File: config.mk
export PLATFORM = sky130hd
export DESIGN_NAME = qrm_output
export DESIGN_NICKNAME = d
export VERILOG_FILES = /design/src/rtl/qrm_pkg.sv /design/src/rtl/qrm_output.sv
export SDC_FILE = /design/constraint.sdc
export NUM_CORES = 1
export LEC_CHECK = 0
export BUFFER_PORTS_ARGS = -buffer_cell sky130_fd_sc_hd__buf_2
export CAP_MARGIN = 25
export CORE_MARGIN = 2
export CORE_UTILIZATION = 44
export CTS_CLUSTER_SIZE = 8
export DETAILED_ROUTE_END_ITERATION = 10
export PLACE_DENSITY = 0.77
export SLEW_MARGIN = 10
export SYNTH_ARGS = -nofsm -noshare
export SYNTH_HDL_FRONTEND = slang
export SYNTH_SLANG_ARGS = --single-unit
export TNS_END_PERCENT = 5
File: constraint.sdc
create_clock -name clk -period 2.3 [get_ports clk]
set_clock_uncertainty 0.1 [all_clocks]
set_input_delay 0.46 -clock clk [delete_from_list [all_inputs] [get_ports clk]]
set_output_delay 0.46 -clock clk [all_outputs]
set_load 0.05 [all_outputs]
File: src/rtl/qrm_pkg.sv
`default_nettype none
package qrm_pkg;

  // Default fraction width of the fixed-point components.
  localparam int FRAC_BITS_DEF = 14;
  // Squared length of four 16-bit components needs up to 33 bits (at most 2^32).
  localparam int LEN_W = 33;
  // Signed numerators get two bits more than the squared length.
  localparam int NUM_W = LEN_W + 2;
  // Nine matrix elements.
  localparam int LANES = 9;

  typedef struct packed {
    logic signed [15:0] quat_x;
    logic signed [15:0] quat_y;
    logic signed [15:0] quat_z;
    logic signed [15:0] quat_w;
  } quat_t;

  typedef struct packed {
    logic signed [15:0] m00;
    logic signed [15:0] m01;
    logic signed [15:0] m02;
    logic signed [15:0] m10;
    logic signed [15:0] m11;
    logic signed [15:0] m12;
    logic signed [15:0] m20;
    logic signed [15:0] m21;
    logic signed [15:0] m22;
    logic               zero_length;
  } matrix_t;

  // Control that travels alongside each request through the pipeline.
  typedef struct packed {
    logic valid;
    logic zero;
  } ctl_t;

endpackage
`default_nettype wire

File: src/rtl/qrm_output.sv
`default_nettype none
module qrm_output #(
  parameter int FRAC_BITS = qrm_pkg::FRAC_BITS_DEF
) (
  input  wire logic                      clk,
  input  wire logic                      rst,
  input  wire qrm_pkg::ctl_t             ctl,
  input  wire logic [qrm_pkg::LANES-1:0] neg,
  input  wire logic [FRAC_BITS:0]        quo [qrm_pkg::LANES],
  output logic                           done,
  output qrm_pkg::matrix_t               rsp
);
  import qrm_pkg::*;

  localparam int QW = FRAC_BITS + 1;
  localparam logic [QW-1:0] OUT_LIM = (FRAC_BITS > 14) ? QW'(32767) : (QW'(1) << FRAC_BITS);

  logic [15:0] el [LANES];
  logic [QW-1:0] sat;

  always_comb begin
    sat = '0;
    for (int k = 0; k < LANES; k++) begin
      sat   = (quo[k] > OUT_LIM) ? OUT_LIM : quo[k];
      el[k] = neg[k] ? 16'(-sat) : 16'(sat);
    end
    if (ctl.zero) begin
      for (int k = 0; k < LANES; k++) begin
        el[k] = '0;
      end
      el[0] = 16'(OUT_LIM);
      el[4] = 16'(OUT_LIM);
      el[8] = 16'(OUT_LIM);
    end
  end

  always_ff @(posedge clk) begin
    if (rst) begin
      done <= 1'b0;
    end else begin
      done <= ctl.valid;
    end
    rsp.m00         <= el[0];
    rsp.m01         <= el[1];
    rsp.m02         <= el[2];
    rsp.m10         <= el[3];
    rsp.m11         <= el[4];
    rsp.m12         <= el[5];
    rsp.m20         <= el[6];
    rsp.m21         <= el[7];
    rsp.m22         <= el[8];
    rsp.zero_length <= ctl.zero;
  end

endmodule
`default_nettype wire

# Yosys cells after proc, flatten, opt, wreduce, memory -nomap -nowiden
# Cells that the tools add are included.
[totals]
wordCells = 74
in_bits = 148
ff_bits = 146
out_inout_bits = 146
[op_classes]
n_mux = 18
magnitude_cmp = 9
n_addsub = 9
n_reduce_logical = 9
n_bitwise = 9
[op_table]
columns = ["cell", "n"]
rows = [
  ["2-to-1 mux 15 bit", 18],
  ["negator 15 -> 16 bit", 9],
  ["> comparator 15 bit (second input constant)", 9],
  ["OR reduction 2 bit", 9],
  ["NOT 1 bit", 9],
]

# Longest topological paths before layout
[logic_depth]
ltp_word = 4
mapped_depth = 9
ltp_nobuf = 8

# Worst setup path after synthesis
# Ideal clock, no wire load.
[synth_path]
path_kind = "input to register"
startpoint = "in quo[7] in the netlist's numbering"
endpoint = "reg rsp[15] in the netlist's numbering"
arrival_time_ns = 2.078
t_required_ns = 2.073
path_buffers = 0
path_slack_ns = -0.005
setup_time_ns = 0.127
stages = 5
cell_sequence = "or4_1 > or4_4 > o211ai_2 > a21oi_1 > or3_1"
[synth_via]
elab_chain_cells = 4
[synth_rtl]
columns = ["element", "line_no", "rtl"]
rows = [
  ["start: declaration", "qrm_output.sv:9", "input wire logic [FRAC_BITS:0] quo [qrm_pkg::LANES],"],
  ["> comparator 15 bit", "qrm_output.sv:24", "sat = (quo[k] > OUT_LIM) ? OUT_LIM : quo[k];"],
  ["2-to-1 mux 15 bit *", "qrm_output.sv:24", ""],
  ["negator 15 -> 16 bit", "qrm_output.sv:25", "el[k] = neg[k] ? 16'(-sat) : 16'(sat);"],
  ["2-to-1 mux 15 bit *", "qrm_output.sv:25", ""],
  ["end: declaration", "qrm_output.sv:11", "output qrm_pkg::matrix_t rsp"],
]
# Mark *: on every way between the ends. The rest lies on a longest branch, timed or not.
# A chain may end at the register's enable or synchronous reset.

# Final worst setup path
[layout_path]
startpoint = "in quo[127] in the netlist's numbering"
endpoint = "reg rsp[137] in the netlist's numbering"
# Same word-level chain as after synthesis.

==> qor.yml <==
global_routing:
  grt.overflow.total: 0
  antenna_found_initial: 8
  grt_max_degree: 44
  grt_usage_pct: 24.6
  grt_pass1_wl_um: 35300
  grt_pass1_vias: 7299
logic_synthesis:
  synth_area_leader_cell: "dfxtp_1"
  yosysUniqueCellTypes: 60
  synth_nets: 1002
  synth-edff-count: 0
  synth_seq_cells: 146
  syn_avg_cell_area_um2: 8.50
  postSynthCellCount: 845
  syn-cell-area_um2: 7180
  yosys_warnings: 0
  synth_area_leaders: "dfxtp_1 (41%), xor2_1 (6.1%), nor2_1 (5.9%), nand2_1 (4.3%), o21ai_0 (3.1%)"
  synthArstFlopShare_pct: 0
  synth_ff_type: "dfxtp_1"
  synth_top_area_share_pct: 40.7
  ys_seq_area_share_pct: 40.7
routing:
  vias: 7821
  wire_per_inst_um: 15.4
  wl_met2_um: 10800
  top_layer: "met5"
  postRouteAntennaNets: 0
  finalWirelength_um: 22100
  drc_errors: 0
  first_pass_iters: 5
  drt-met1-wl_um: 8920
  drt-initial-drc-count: 340
  wl_met3_um: 1620
  via_per_inst: 5.43
finish:
  nets: 1362
  multi_input_area_um2: 4040
  utilization_pct: 63.0
  design_area_um2: 10000
  drive_gt1_share_pct: 35.1
  fillers: 1415
  register_area_um2: 2920
  syn_to_final_growth_pct: 39.9
  fin_cells: 1441
pwr:
  intPower_mw: 4.97
  design_power_total_mw: 7.28
  ir_drop_mv: 0.517
  switchingPower_mw: 2.31
  combinationalPowerShare_pct: 23.7
  seq_power_share_pct: 37.5
  swShare_pct: 31.7
  power_density_nw_per_um2: 725
  p_leak_nw: 4.71
  pwr-share-clk_pct: 38.8
floorplan:
  dieWidth_um: 132
  coreArea_um2: 15900
  die_area_um2: 17400
  start_util_pct: 45.0
  ios: 294
  die_y_um: 132
  rows: 46
timing:
  slew_violations: 0
  final_hold_viol_count: 0
  clock.fmax_mhz: 488
  fin_crit_ps: 2050
  setup_viol: 0
  rsz0062_at_grt: "no"
  tightest_slew_ps: 506
  min_period_over_period_pct: 89.0
  relSlewSlack_pct: 66.3
  fin_ws_ps: 253
place:
  dpl.hpwl_um: 17100
  place_area_um2: 9420
  gp_congestion: 0.908
  place_ws_ps: -152
  dp_cells: 1402
  io_buffer_count: 293
setup_path:
  cp_slowest_cell: "or4_4"
  cp_top_family: "simple AND/OR/NAND/NOR gates"
  cpMostUsedCell: "or4_4"
  crit_chain: "buf_2, or4_4, or4_4, o211a_1, a2111oi_1, a41o_1"
  crit_required_ps: 2550
  cp-end-kind: "register"
  crit_buf_inv: 1
  startpoint: "quo[127]"
  crit_fanout: 4
  path_depth: 6
  start_kind: "primary input"
  max_stage_delay_ps: 530
  cp.arrival_ps: 2300
  critPathKind: "primary input to register"
status:
  status: "finished, final reports clean"
job:
  cap_violations: 0
clocking:
  cts_max_level: 4
  hold_buffers: 0
  clk_pin_slew_worst_paths_ps: 60
  cts_setup_buffers: 0
  cts_root_buffer: "clkbuf_16"
  clockBufferDepth: 2
  cts_made_buffers: 17
  ctsResizeCount: 0
  cts_num_sinks: 146
  cts_tree: "yes"
worst_hold_path:
  hold_depth: 2
  min_from: "rst"
  hold_class: "primary input to register"
## through the flow
stage          setup TNS [ps]  hold WS [ps]
4_1_cts                     0          85.8
2_1_floorplan           -3.88           388
3_3_place_gp            -1790           521
6_report                    0           101
5_1_grt                     0          89.1
3_5_place_dp            -2700           525
## layer usage
layer | up-vias | track usage (%)
li1 | 3831 | -
met1 | 3606 | 28.9
met2 | 329 | 41.9
met3 | 53 | 6.15
met4 | 2 | 12.2
met5 | - | 0
## Yosys cell counts (all sizes together), types with 5 or more instances
library cell and instances:
a21oi 30, a2111oi 5, nand4 12, nand3 8, o31ai 18, nand3b 8
or3 11, a41o 6, nor2 112, a311oi 5, nor3 30, nand2b 12
nor2b 10, a211oi 12, a31oi 7, o21a 14, clkbuf 36, o21ai 49
o211ai 5, xnor2 14, nand2 82, inv 17, xor2 50, o311a 9
and3 11, dfxtp 146, ha 9, o41ai 20, or4 26, or2 6
nor4 16
## cells by family (layout without fill, tap and decap cells)
| logic type | after synthesis | after routing | synth area share [%] |
|---|---|---|---|
| buffers and inverters | 59 | 432 | 3.08 |
| adders and majority gates | 9 | 9 | 1.57 |
| and+or+nand+nor | 352 | 352 | 24.3 |
| AOI/OAI and AO/OA | 211 | 211 | 22.0 |
| DFF | 146 | 146 | 40.7 |
| xor gates and xnor gates | 64 | 64 | 7.81 |
| muxes | 4 | 4 | 0.558 |
| other | 0 | 7 | 0 |
## state kept, by name, summed over array words and instances (netlist names)
signal  count
rsp       145
done        1
## path summary, 6_finish.rpt
check             slack, ps                  end
setup / recovery        250  rsp[137]$_SDFF_PP0_
hold / removal          100      done$_SDFF_PP0_
## layout make-up
type | instances | area share [%]
Inverter | 21 | 0.785
Clock buffer | 21 | 4.48
Tap cell | 216 | 2.69
Clock inverter | 11 | 1.54
Timing Repair Buffer | 379 | 21.0
Multi-Input combinational cell | 640 | 40.2
Sequential cell | 146 | 29.1
Antenna cell | 7 | 0.174
## power groups by stage
stage / registers, mW / clock network [mW] / logic [mW]
3_3_place_gp: 2.78 / 0 / 1.70
6_report: 2.73 / 2.82 / 1.73
4_1_cts: 2.73 / 2.89 / 1.72
2_1_floorplan: 3.36 / 0 / 0.535
5_1_grt: 2.74 / 3.01 / 1.85
3_5_place_dp: 2.79 / 0 / 1.72
## layout by cell type (no fill, tap or decap), drive strengths merged, types with 14 or more instances in the layout
cell type,netlist,final
nor4,16,16
nor3,30,30
o41ai,20,20
xor2,50,50
nor2,112,112
o21ai,49,49
o31ai,18,18
o21a,14,14
xnor2,14,14
a21oi,30,30
or4,26,26
buf,2,379
nand2,82,82
inv,17,18
clkbuf,36,21
dfxtp,146,146
Note: power is estimated with default switching activity, not from simulation.
