`src/rtl/qrm_pkg.sv`:
```
`default_nettype none
package qrm_pkg;

  // Default fraction width of the fixed-point components.
  localparam int FRAC_BITS_DEF = 14;
  // Squared length of four 16-bit components needs up to 33 bits (at most 2^32).
  localparam int LEN_W = 33;
  // Signed numerators get two bits more than the squared length.
  localparam int NUM_W = LEN_W + 2;
  // Nine matrix elements.
  localparam int LANES = 9;

  typedef struct packed {
    logic signed [15:0] quat_x;
    logic signed [15:0] quat_y;
    logic signed [15:0] quat_z;
    logic signed [15:0] quat_w;
  } quat_t;

  typedef struct packed {
    logic signed [15:0] m00;
    logic signed [15:0] m01;
    logic signed [15:0] m02;
    logic signed [15:0] m10;
    logic signed [15:0] m11;
    logic signed [15:0] m12;
    logic signed [15:0] m20;
    logic signed [15:0] m21;
    logic signed [15:0] m22;
    logic               zero_length;
  } matrix_t;

  // Control that travels alongside each request through the pipeline.
  typedef struct packed {
    logic valid;
    logic zero;
  } ctl_t;

endpackage
`default_nettype wire

```
`src/rtl/qrm_div_stage.sv`:
```
`default_nettype none
module qrm_div_stage #(
  parameter int FRAC_BITS = qrm_pkg::FRAC_BITS_DEF,
  parameter int BIT       = 0
) (
  input  wire logic                          clk,
  input  wire logic                          rst,
  input  wire qrm_pkg::ctl_t                 ctl_in,
  input  wire logic [qrm_pkg::LEN_W-1:0]     len2_in,
  input  wire logic [qrm_pkg::LANES-1:0]     neg_in,
  input  wire logic [qrm_pkg::LEN_W+FRAC_BITS:0] rem_in [qrm_pkg::LANES],
  input  wire logic [FRAC_BITS:0]            quo_in [qrm_pkg::LANES],
  output qrm_pkg::ctl_t                      ctl_out,
  output logic [qrm_pkg::LEN_W-1:0]          len2_out,
  output logic [qrm_pkg::LANES-1:0]          neg_out,
  output logic [qrm_pkg::LEN_W+FRAC_BITS:0]  rem_out [qrm_pkg::LANES],
  output logic [FRAC_BITS:0]                 quo_out [qrm_pkg::LANES]
);
  import qrm_pkg::*;

  localparam int DW = LEN_W + FRAC_BITS + 1;
  localparam int QW = FRAC_BITS + 1;

  logic [DW-1:0] trial;
  logic [LANES-1:0] take;

  assign trial = DW'(len2_in) << BIT;

  always_comb begin
    for (int k = 0; k < LANES; k++) begin
      take[k] = (rem_in[k] >= trial);
    end
  end

  always_ff @(posedge clk) begin
    if (rst) begin
      ctl_out.valid <= 1'b0;
    end else begin
      ctl_out.valid <= ctl_in.valid;
    end
    ctl_out.zero <= ctl_in.zero;
    len2_out     <= len2_in;
    neg_out      <= neg_in;
    for (int k = 0; k < LANES; k++) begin
      rem_out[k] <= take[k] ? rem_in[k] - trial : rem_in[k];
      quo_out[k] <= {quo_in[k][QW-2:0], take[k]};
    end
  end

endmodule
`default_nettype wire

```
`config.mk`:
```
export PLATFORM = sky130hd
export DESIGN_NAME = qrm_div_stage
export DESIGN_NICKNAME = d
export VERILOG_FILES = /design/src/rtl/qrm_pkg.sv /design/src/rtl/qrm_div_stage.sv
export SDC_FILE = /design/constraint.sdc
export NUM_CORES = 1
export LEC_CHECK = 0
export BUFFER_PORTS_ARGS = -buffer_cell sky130_fd_sc_hd__buf_2
export CORE_AREA = 2 2 481 483
export CTS_BUF_LIST = sky130_fd_sc_hd__clkbuf_16
export DETAILED_ROUTE_END_ITERATION = 8
export DIE_AREA = 0 0 483 485
export GPL_TIMING_DRIVEN = 0
export PLACE_DENSITY = 0.37
export SLEW_MARGIN = 20
export SYNTH_ARGS = -nofsm -noshare
export SYNTH_HDL_FRONTEND = slang
export SYNTH_SLANG_ARGS = --single-unit
```
`constraint.sdc`:
```
create_clock -name clk -period 9.5 [get_ports clk]
set_input_delay 0.475 -clock clk [delete_from_list [all_inputs] [get_ports clk]]
set_output_delay 0.475 -clock clk [all_outputs]
set_load 0.01 [all_outputs]
```
* After elaboration in Yosys (flattened, before gate mapping)
Cells that the tools add are included.
Operators by class: $add $sub $neg 9, multipliers 0, divide/modulo/power cells 0, magnitude comparators 9, equal/unequal tests 0, shifts and indexed selects 0, muxes and demuxes 9, bitwise logic cells 0, reductions and logical operators 0
Operator list (number):
- greater-or-equal comparator 48 x 33 -> 1 bit | 9
- 2-to-1 mux 48 bit | 9
- subtractor 48 x 33 -> 48 bit | 9
Storage, ports and cells: bits in registers 611, bits in latches 0, bits in writable memories 0, ROM bits 0, bits of input ports 613, output and inout port bits 611, word-level logic and storage cells 49, memories kept 0

* Longest topological paths before layout
Gate-level depths: netlist (run 1).
word-level depth 2, gate-level depth with buffers 15, depth with buffers taken out 14

* Worst setup path before layout (run 1)
OpenSTA, ideal clock, no wires.
kind input to register, start point in len2_in[29] in the netlist's numbering, end point reg rem_out[155] in the netlist's numbering, library setup time 0.123 ns, arrival time 3.180 ns, data required time 9.377 ns, path slack 6.196 ns, stages on the path 13, path buffers 3, cell sequence inv_1 ha_1 buf_2 a21o_1 a21o_1 a21oi_1 nor2_1 nor4_1 o2111ai_1 a31oi_2 buf_2 buf_4 mux2_1
Between the ends: longest elaborated chain between the ends 2
RTL lines:
- start: declaration | line qrm_div_stage.sv:9 | input wire logic [qrm_pkg::LEN_W-1:0] len2_in,
- greater-or-equal comparator 48 x 33 -> 1 bit | line qrm_div_stage.sv:31 | take[k] = (rem_in[k] >= trial);
- 2-to-1 mux 48 bit | line qrm_div_stage.sv:45 | rem_out[k] <= take[k] ? rem_in[k] - trial : rem_in[k];
- end signal: indexed assignment | line qrm_div_stage.sv:45
- end: declaration | line qrm_div_stage.sv:16 | output logic [qrm_pkg::LEN_W+FRAC_BITS:0] rem_out [qrm_pkg::LANES],
No other way between the ends. A chain may end at the register's enable or synchronous reset.

* Final worst setup path (run 1)
start point in len2_in[2] in the netlist's numbering, end point reg rem_out[0] in the netlist's numbering
The elaborated chain is that of the path after synthesis.

==> impl_metrics.ini, run 1 <==
[status]
status = finished, final reports clean

[routing]
antenna_left = 0
drtPass1Iterations = 5
routed_via_density = 4.34
drc = 0
via_count = 39700
wl_mm = 227
routedWlPerCell_um = 24.8
drt-initial-drc-count = 2372

[floorplanning]
core-area_mm2 = 0.229
start_util = 0.154
die-area_mm2 = 0.234
io_pins = 1224
rows = 176
die_w_um = 483
die_h_um = 485

[synth]
synthArstFlopShare = 0
avgSynthCellArea_um2 = 8.44
yosysTopAreaCellShare = 0.346
synth.area.top_cells = dfxtp_1 (35%), ha_1 (11%), xnor2_1 (5.3%)
synth-seq-area-share = 0.346
synth_warnings = 0
ys_ff_latch = 611
yosysUniqueCellTypes = 105
synth_flop_cell = dfxtp_1
synth_commonest_cells = dfxtp_1 (611), nand2_1 (447), o21ai_0 (364)
synth_most_common_cell = dfxtp_1
synthCells = 4188
syn_nets = 5107
netlist_area_mm2 = 0.0353
synth_edf_count = 0
yosys.area.top_type = dfxtp_1

[placement]
routabilityCongestion = 0.920
port_buffers = 1211
hpwl_mm = 189
placement.cell_area_mm2 = 0.0459
dpl.cell_count = 8456
post-place-ws_ps = 4030

[critical_path]
worstPathMaxFanout = 10
critical_path_class = input port to flop
startpoint_type = input port
worstPathArrival_ps = 5460
endpoint_kind = flop
cp_data_required_time_ps = 10080

[min_path]
hold_path.class = input port to flop

[sta]
setup_tns_ps = 0
finalHoldViolCount = 0
layout_setup_ws_ps = 4620
worst_pin_slew_ps = 1170
clock.fmax_ghz = 0.205
fin_crit_sh = 0.513
final_max_slew_viol_count = 0
hold_ws_ps = 70.3
max-slew-margin-rel = 0.212
rsz0062_at_grt = false
setup_viol = 0
period_minus_slack_ps = 4880

[layout]
utilization = 0.235
instances_no_fill = 9140
layout-drive-gt1-share = 0.254
design_area_mm2 = 0.0538
nets = 6942
area_growth_pct = 52.1

[clock_network]
cts_inserted_buffers = 82
cts.clk_slew.worst_paths_ps = 60
cts_resized = 0
h-tree-depth = 3
cts.sink_count = 611
post_cts_buffers = 0
cts_tree = yes
ctsRootBufferMaster = clkbuf_16
cts_buffer_depth = 3

[global_routing]
grt_first_pass_wirelength_mm = 310
grt_pass1_vias = 39700
grt_overflow = 0
grt_max_degree = 14
antenna_found_initial = 80
grt_use_total = 0.186

[power]
power_mw = 9.13
powerDensity_mw_per_mm2 = 170
leakage_nw = 23.4
ir_worst_vdd_v = 0.000115

[run]
cap_violations = 0
[logic make-up (layout without fill, tap and decap cells)]
| group | Yosys count | in the layout | share of synthesized area |
|---|---|---|---|
| buffers and inverters | 288 | 2189 | 0.0336 |
| multiplexers | 33 | 33 | 0.0103 |
| AO/OA/AOI/OAI | 1249 | 1249 | 0.220 |
| XOR/XNOR | 389 | 389 | 0.0964 |
| flip-flops | 611 | 611 | 0.346 |
| other | 0 | 25 | 0 |
| adder cells (fa/ha/maj) | 306 | 306 | 0.110 |
| AND/OR/NAND/NOR | 1312 | 1312 | 0.183 |
[final timing paths]
| path | cells after the start | endpoint | start |
|---|---|---|---|
| setup / recovery | 15 | rem_out[0]$_DFF_P_ | len2_in[2] |
| hold / removal | 3 | rem_out[348]$_DFF_P_ | rem_in[348] |
[report_power, final]
part | total, mW | switching [mW] | internal, mW
Combinational | 2.87 | 1.77 | 1.10
Clock | 3.19 | 1.38 | 1.81
Sequential | 3.07 | 0.135 | 2.93
[metal layers]
metal,vias to the layer above,track usage,wire length [um],part of all wire
li1,18800,-,-,-
met1,19000,0.222,93200,0.41
met2,1535,0.326,110000,0.49
met3,322,0.0386,13200,0.058
met4,36,0.0695,9610,0.042
met5,-,0,226,0.0010
[area by class of cell]
cell class                      instances  area, um2
Antenna cell                           25       62.6
Timing Repair Buffer                 1751      11900
Buffer                                159        702
Clock buffer                           82       2050
Multi-Input combinational cell       3289      21900
Inverter                              129        487
Tap cell                             3026       3790
Sequential cell                       611      12200
Clock inverter                         68        646
Fill cell                           25400     175000
[worst max-delay path: stages]
cell	delay (ps)
dlygate4sd3_1	530
buf_2	150
inv_2	340
buf_16	210
ha_1	290
nor2b_1	160
o21a_1	190
o21bai_1	210
a31oi_1	190
o31ai_2	650
o41ai_1	310
a31oi_1	620
buf_2	400
buf_2	270
mux2i_1	410
[placed cells by master, fill, tap and decap left out, types with 21 or more instances in the layout]
master and instances:
and3_1 33, dfxtp_1 611, clkbuf_1 105, a21oi_1 362, inv_1 107, a31oi_1 42, a21o_1 157, o21bai_1 51
xor2_1 174, nand2_1 447, nor2_1 260, mux2_2 22, a211oi_1 27, nand4_1 81, dlygate4sd3_1 509, clkinv_2 21
nor3_1 87, diode_2 25, o21ai_0 364, or4_1 21, buf_12 21, nand2b_1 54, inv_2 32, nor4_1 45
or3_1 33, o211ai_1 27, xnor2_1 215, o21a_1 32, o31ai_1 22, ha_1 297, nand3_1 95, clkbuf_16 82
and2_1 26, buf_2 1245, nor2b_1 44
[repair_timing]
action	CTS	global route
hold endpoints to repair	507	0
hold buffers	509	0
setup endpoints to repair	0	0
[sequential cells by signal (all words and copies together) (netlist names)]
register	flops
neg_out	9
quo_out	135
ctl_out	2
rem_out	432
len2_out	33
Note: power is estimated with default switching activity, not from simulation.
==> inputs of run 2 (changes only) <==
==> constraint.sdc (replaced) <==
create_clock -name clk -period 4.5 [get_ports clk]
set_input_delay 0.225 -clock clk [delete_from_list [all_inputs] [get_ports clk]]
set_output_delay 0.225 -clock clk [all_outputs]
set_load 0.01 [all_outputs]
==> run 2 against run 1 <==
Effect of this change:
- combinational power grew 120%
- routed wire length increased by 0.71%
- non-clock buffer count rose by 156
- cell area increased by 3.1%
- via count increased by 1.6%
- utilization up 0.74 points
- final cell count is 1.7% higher
- die area unchanged
- global-route usage increased by 0.13 points
- power increased by 110%
- critical path type unchanged
==> impl_metrics.ini, run 2 (synthesis gave the netlist of run 1 again) <==
[floorplanning]
die-area_mm2 = 0.234
die_w_um = 483
start_util = 0.154
io_pins = 1224
core-area_mm2 = 0.229
rows = 176
die_h_um = 485

[placement]
placement.cell_area_mm2 = 0.0459
port_buffers = 1211
hpwl_mm = 189
dpl.cell_count = 8456
post-place-ws_ps = -723
routabilityCongestion = 0.920

[layout]
nets = 7098
top_register = rem_out
mostFrequentLayoutCell = buf_2
instances_no_fill = 9296
layout_common_cells = buf_2 (1245), dlygate4sd3_1 (666), dfxtp_1 (611)
utilization = 0.242
design_area_mm2 = 0.0554
largest_reg_flops = 432
layout-drive-gt1-share = 0.250
top_regs = rem_out: 432 flops, quo_out: 135 flops, len2_out: 33 flops
area_growth_pct = 56.9

[critical_path]
startpoint_type = input port
critical_path_class = input port to flop
worstPathMaxFanout = 10
slowest_stage = dlygate4sd3_1
endpoint_kind = flop
critPathTopFamily = buffers and inverters
crit_chain = dlygate4sd3_1, buf_2, inv_4, ha_1, a21o_1, a21o_1, a211o_1, nor4b_2, o2bb2ai_2, a21oi_2, nand3b_2, o31ai_1, dlygate4sd3_1, nand2_1, dlygate4sd3_1
slowest_delay_ps = 580
worstPathArrival_ps = 5020
crit_buf_inv = 5
cpMostUsedCell = dlygate4sd3_1
worstSetupPathDepth = 15
cp_data_required_time_ps = 5100

[clock_network]
cts_buffer_depth = 3
cts_inserted_buffers = 82
h-tree-depth = 3
ctsRootBufferMaster = clkbuf_16
post_cts_buffers = 0
cts.sink_count = 611
cts_tree = yes
cts.clk_slew.worst_paths_ps = 60

[routing]
drtPass1Iterations = 5
drt-initial-drc-count = 2514
antenna_left = 0
drc = 0
routedWlPerCell_um = 24.6
routed_via_density = 4.34
via_count = 40300
wl_mm = 228

[power]
powerDensity_mw_per_mm2 = 351
ir_worst_vdd_v = 0.000243
leakage_nw = 24.1
power_mw = 19.4

[sta]
max-slew-margin-rel = 0.285
final_max_slew_viol_count = 0
fin_crit_sh = 0.980
hold_ws_ps = 144
worst_pin_slew_ps = 1070
setup_tns_ps = 0
layout_setup_ws_ps = 89.3
clock.fmax_ghz = 0.227
finalHoldViolCount = 0
setup_viol = 0
period_minus_slack_ps = 4410

[global_routing]
grt_overflow = 0
grt_max_degree = 14
antenna_found_initial = 75
grt_first_pass_wirelength_mm = 314
grt_pass1_vias = 40500
grt_use_total = 0.187

[run]
cap_violations = 0

[min_path]
hold_path.class = input port to flop
hold_depth = 2

[status]
status = finished, final reports clean
[run 2: changes by cell type in the layout (fill, tap and decap cells not counted), sizes merged]
cell         delta
clkinv          +1
inv             -1
clkbuf          -1
dlygate4sd3   +157
[run 2: timing repair]
item	in CTS	in global routing
hold buffers	666	0
hold endpoints to repair	601	0
resized for setup	0	29
endpoints found under the setup margin	0	45
[run 2: cell type report]
cell class	count	area (um2)
diodes	25	62.6
plain buffers	158	698
clock buffers	82	2050
clock inverters	68	646
fillers	25300	174000
inverters	129	498
multi-input cells	3289	22000
flip-flops and latches	611	12200
well taps	3026	3790
repair buffers	1908	13400
[run 2: path summary, 6_finish.rpt]
check / startpoint / slack (ps) / to
worst max-delay path: len2_in[18] / 90 / rem_out[327]$_DFF_P_
worst min-delay path: quo_in[41] / 140 / quo_out[42]$_DFF_P_
[run 2: routing by layer]
metal | vias up | track usage | wire length [um]
li1 | 19100 | - | -
met1 | 19300 | 0.224 | 94500
met2 | 1535 | 0.327 | 110000
met3 | 330 | 0.0382 | 12800
met4 | 34 | 0.0733 | 10500
met5 | - | 0 | 212
[run 2: where the power goes]
| group | total [mW] | internal (mW) | switching, mW |
|---|---|---|---|
| clock | 6.74 | 3.83 | 2.92 |
| combinational | 6.22 | 2.43 | 3.79 |
| sequential | 6.48 | 6.19 | 0.286 |
| total | 19.4 | 12.4 | 6.99 |
==> inputs of run 3 (changes only) <==
==> constraint.sdc (replaced) <==
create_clock -name clk -period 4.5 [get_ports clk]
set_input_delay 0.45 -clock clk [delete_from_list [all_inputs] [get_ports clk]]
set_output_delay 0.45 -clock clk [all_outputs]
set_load 0.01 [all_outputs]
==> run 3 against run 2 <==
Effect of this change:
- fmax rose by 0.50%
- utilization down 0.55 points
- worst setup slack gained 22 ps
- critical endpoint is now rem_out[417]$_DFF_P_
- highest routed layer unchanged
==> impl_metrics.ini, run 3 (synthesis gave the netlist of run 1 again) <==
[routing]
via_count = 39700
wl_mm = 227
routedWlPerCell_um = 24.8
drt-initial-drc-count = 2440
drtPass1Iterations = 5
drc = 0
routed_via_density = 4.33
antenna_left = 0

[layout]
layout_common_cells = buf_2 (1244), dfxtp_1 (611), dlygate4sd3_1 (545)
mostFrequentLayoutCell = buf_2
instances_no_fill = 9175
area_growth_pct = 53.3
nets = 6978
largest_reg_flops = 432
top_register = rem_out
top_regs = rem_out: 432 flops, quo_out: 135 flops, len2_out: 33 flops
layout-drive-gt1-share = 0.253

[floorplanning]
io_pins = 1224
die-area_mm2 = 0.234
rows = 176
die_w_um = 483
die_h_um = 485
core-area_mm2 = 0.229
start_util = 0.154

[placement]
port_buffers = 1211
hpwl_mm = 189
dpl.cell_count = 8456
routabilityCongestion = 0.920

[global_routing]
grt_overflow = 0
grt_use_total = 0.186
grt_max_degree = 14
grt_first_pass_wirelength_mm = 311
antenna_found_initial = 75
grt_pass1_vias = 39900

[sta]
max-slew-margin-rel = 0.229
setup_viol = 0
rsz0062_at_grt = false
finalHoldViolCount = 0
period_minus_slack_ps = 4390
worst_pin_slew_ps = 1140
fin_crit_sh = 0.975
clock.fmax_ghz = 0.228
final_max_slew_viol_count = 0

[clock_network]
h-tree-depth = 3
cts.clk_slew.worst_paths_ps = 60
cts_inserted_buffers = 82
post_cts_buffers = 0
ctsRootBufferMaster = clkbuf_16
cts_buffer_depth = 3
cts.sink_count = 611
cts_tree = yes

[power]
powerDensity_mw_per_mm2 = 356
leakage_nw = 23.6
power_mw = 19.3
ir_worst_vdd_v = 0.000243

[min_path]
hold_depth = 2
hold_path.class = input port to flop

[status]
status = finished, final reports clean

[critical_path]
worstPathMaxFanout = 11
worstPathArrival_ps = 4990
startpoint_type = input port
endpoint_kind = flop
cp_data_required_time_ps = 5100
critical_path_class = input port to flop

[run]
cap_violations = 0
[run 3: power breakdown]
group	internal [mW]	switching (mW)	total [mW]
Sequential	6.19	0.285	6.48
Clock	3.83	2.90	6.73
Combinational	2.34	3.76	6.10
Total	12.4	6.94	19.3
[run 3: layer usage]
layer / global-route usage / vias up / wire length [um]
met5: 0 / - / 177
met4: 0.0702 / 30 / 9980
met3: 0.0381 / 325 / 12700
met2: 0.326 / 1466 / 110000
met1: 0.222 / 19000 / 94200
li1: - / 18900 / -
[run 3: path summary, 6_finish.rpt]
| kind | startpoint | end | slack [ps] |
|---|---|---|---|
| max | len2_in[1] | rem_out[417]$_DFF_P_ | 110 |
| min | rem_in[383] | rem_out[383]$_DFF_P_ | 60 |
[run 3: final cells by class]
cell class              count  area, um2
plain buffers             159        702
well taps                3026       3790
clock inverters            68        646
clock buffers              82       2050
multi-input cells        3289      22000
fillers                 25400     175000
flip-flops and latches    611      12200
repair buffers           1787      12200
inverters                 129        499
diodes                     24       60.1
[run 3: per-stage QoR]
| step | setup WS (ps) | util | setup TNS, ps | hold WS [ps] | cell area, um2 |
|---|---|---|---|---|---|
| finish | 111 | 0.237 | 0 | 63.6 | 54200 |
| global route | 24.0 | 0.236 | 0 | 2.64 | 54100 |
| CTS | 31.6 | 0.236 | 0 | 1.45 | 54100 |
| detailed placement | -948 | 0.200 | -82420 | 554 | 45900 |
| global placement | -2020 | 0.197 | -458380 | 553 | 45200 |
| floorplan | 1220 | - | 0 | 478 | 35300 |
[run 3: what timing repair did]
item                                    CTS  global route
endpoints found under the setup margin    1            20
gates resized for setup                   1            18
endpoints found under the hold margin   538             0
hold buffers                            545             0
[run 3: worst max-delay path, stage by stage]
cell	delay [ps]
buf_4	530
inv_2	360
buf_12	270
ha_1	320
nor2b_1	190
o31a_1	270
o211ai_1	150
a31oi_1	310
a221o_1	330
nand3_1	170
o41ai_1	940
nand2_1	260
o2111ai_1	190
xnor2_1	190
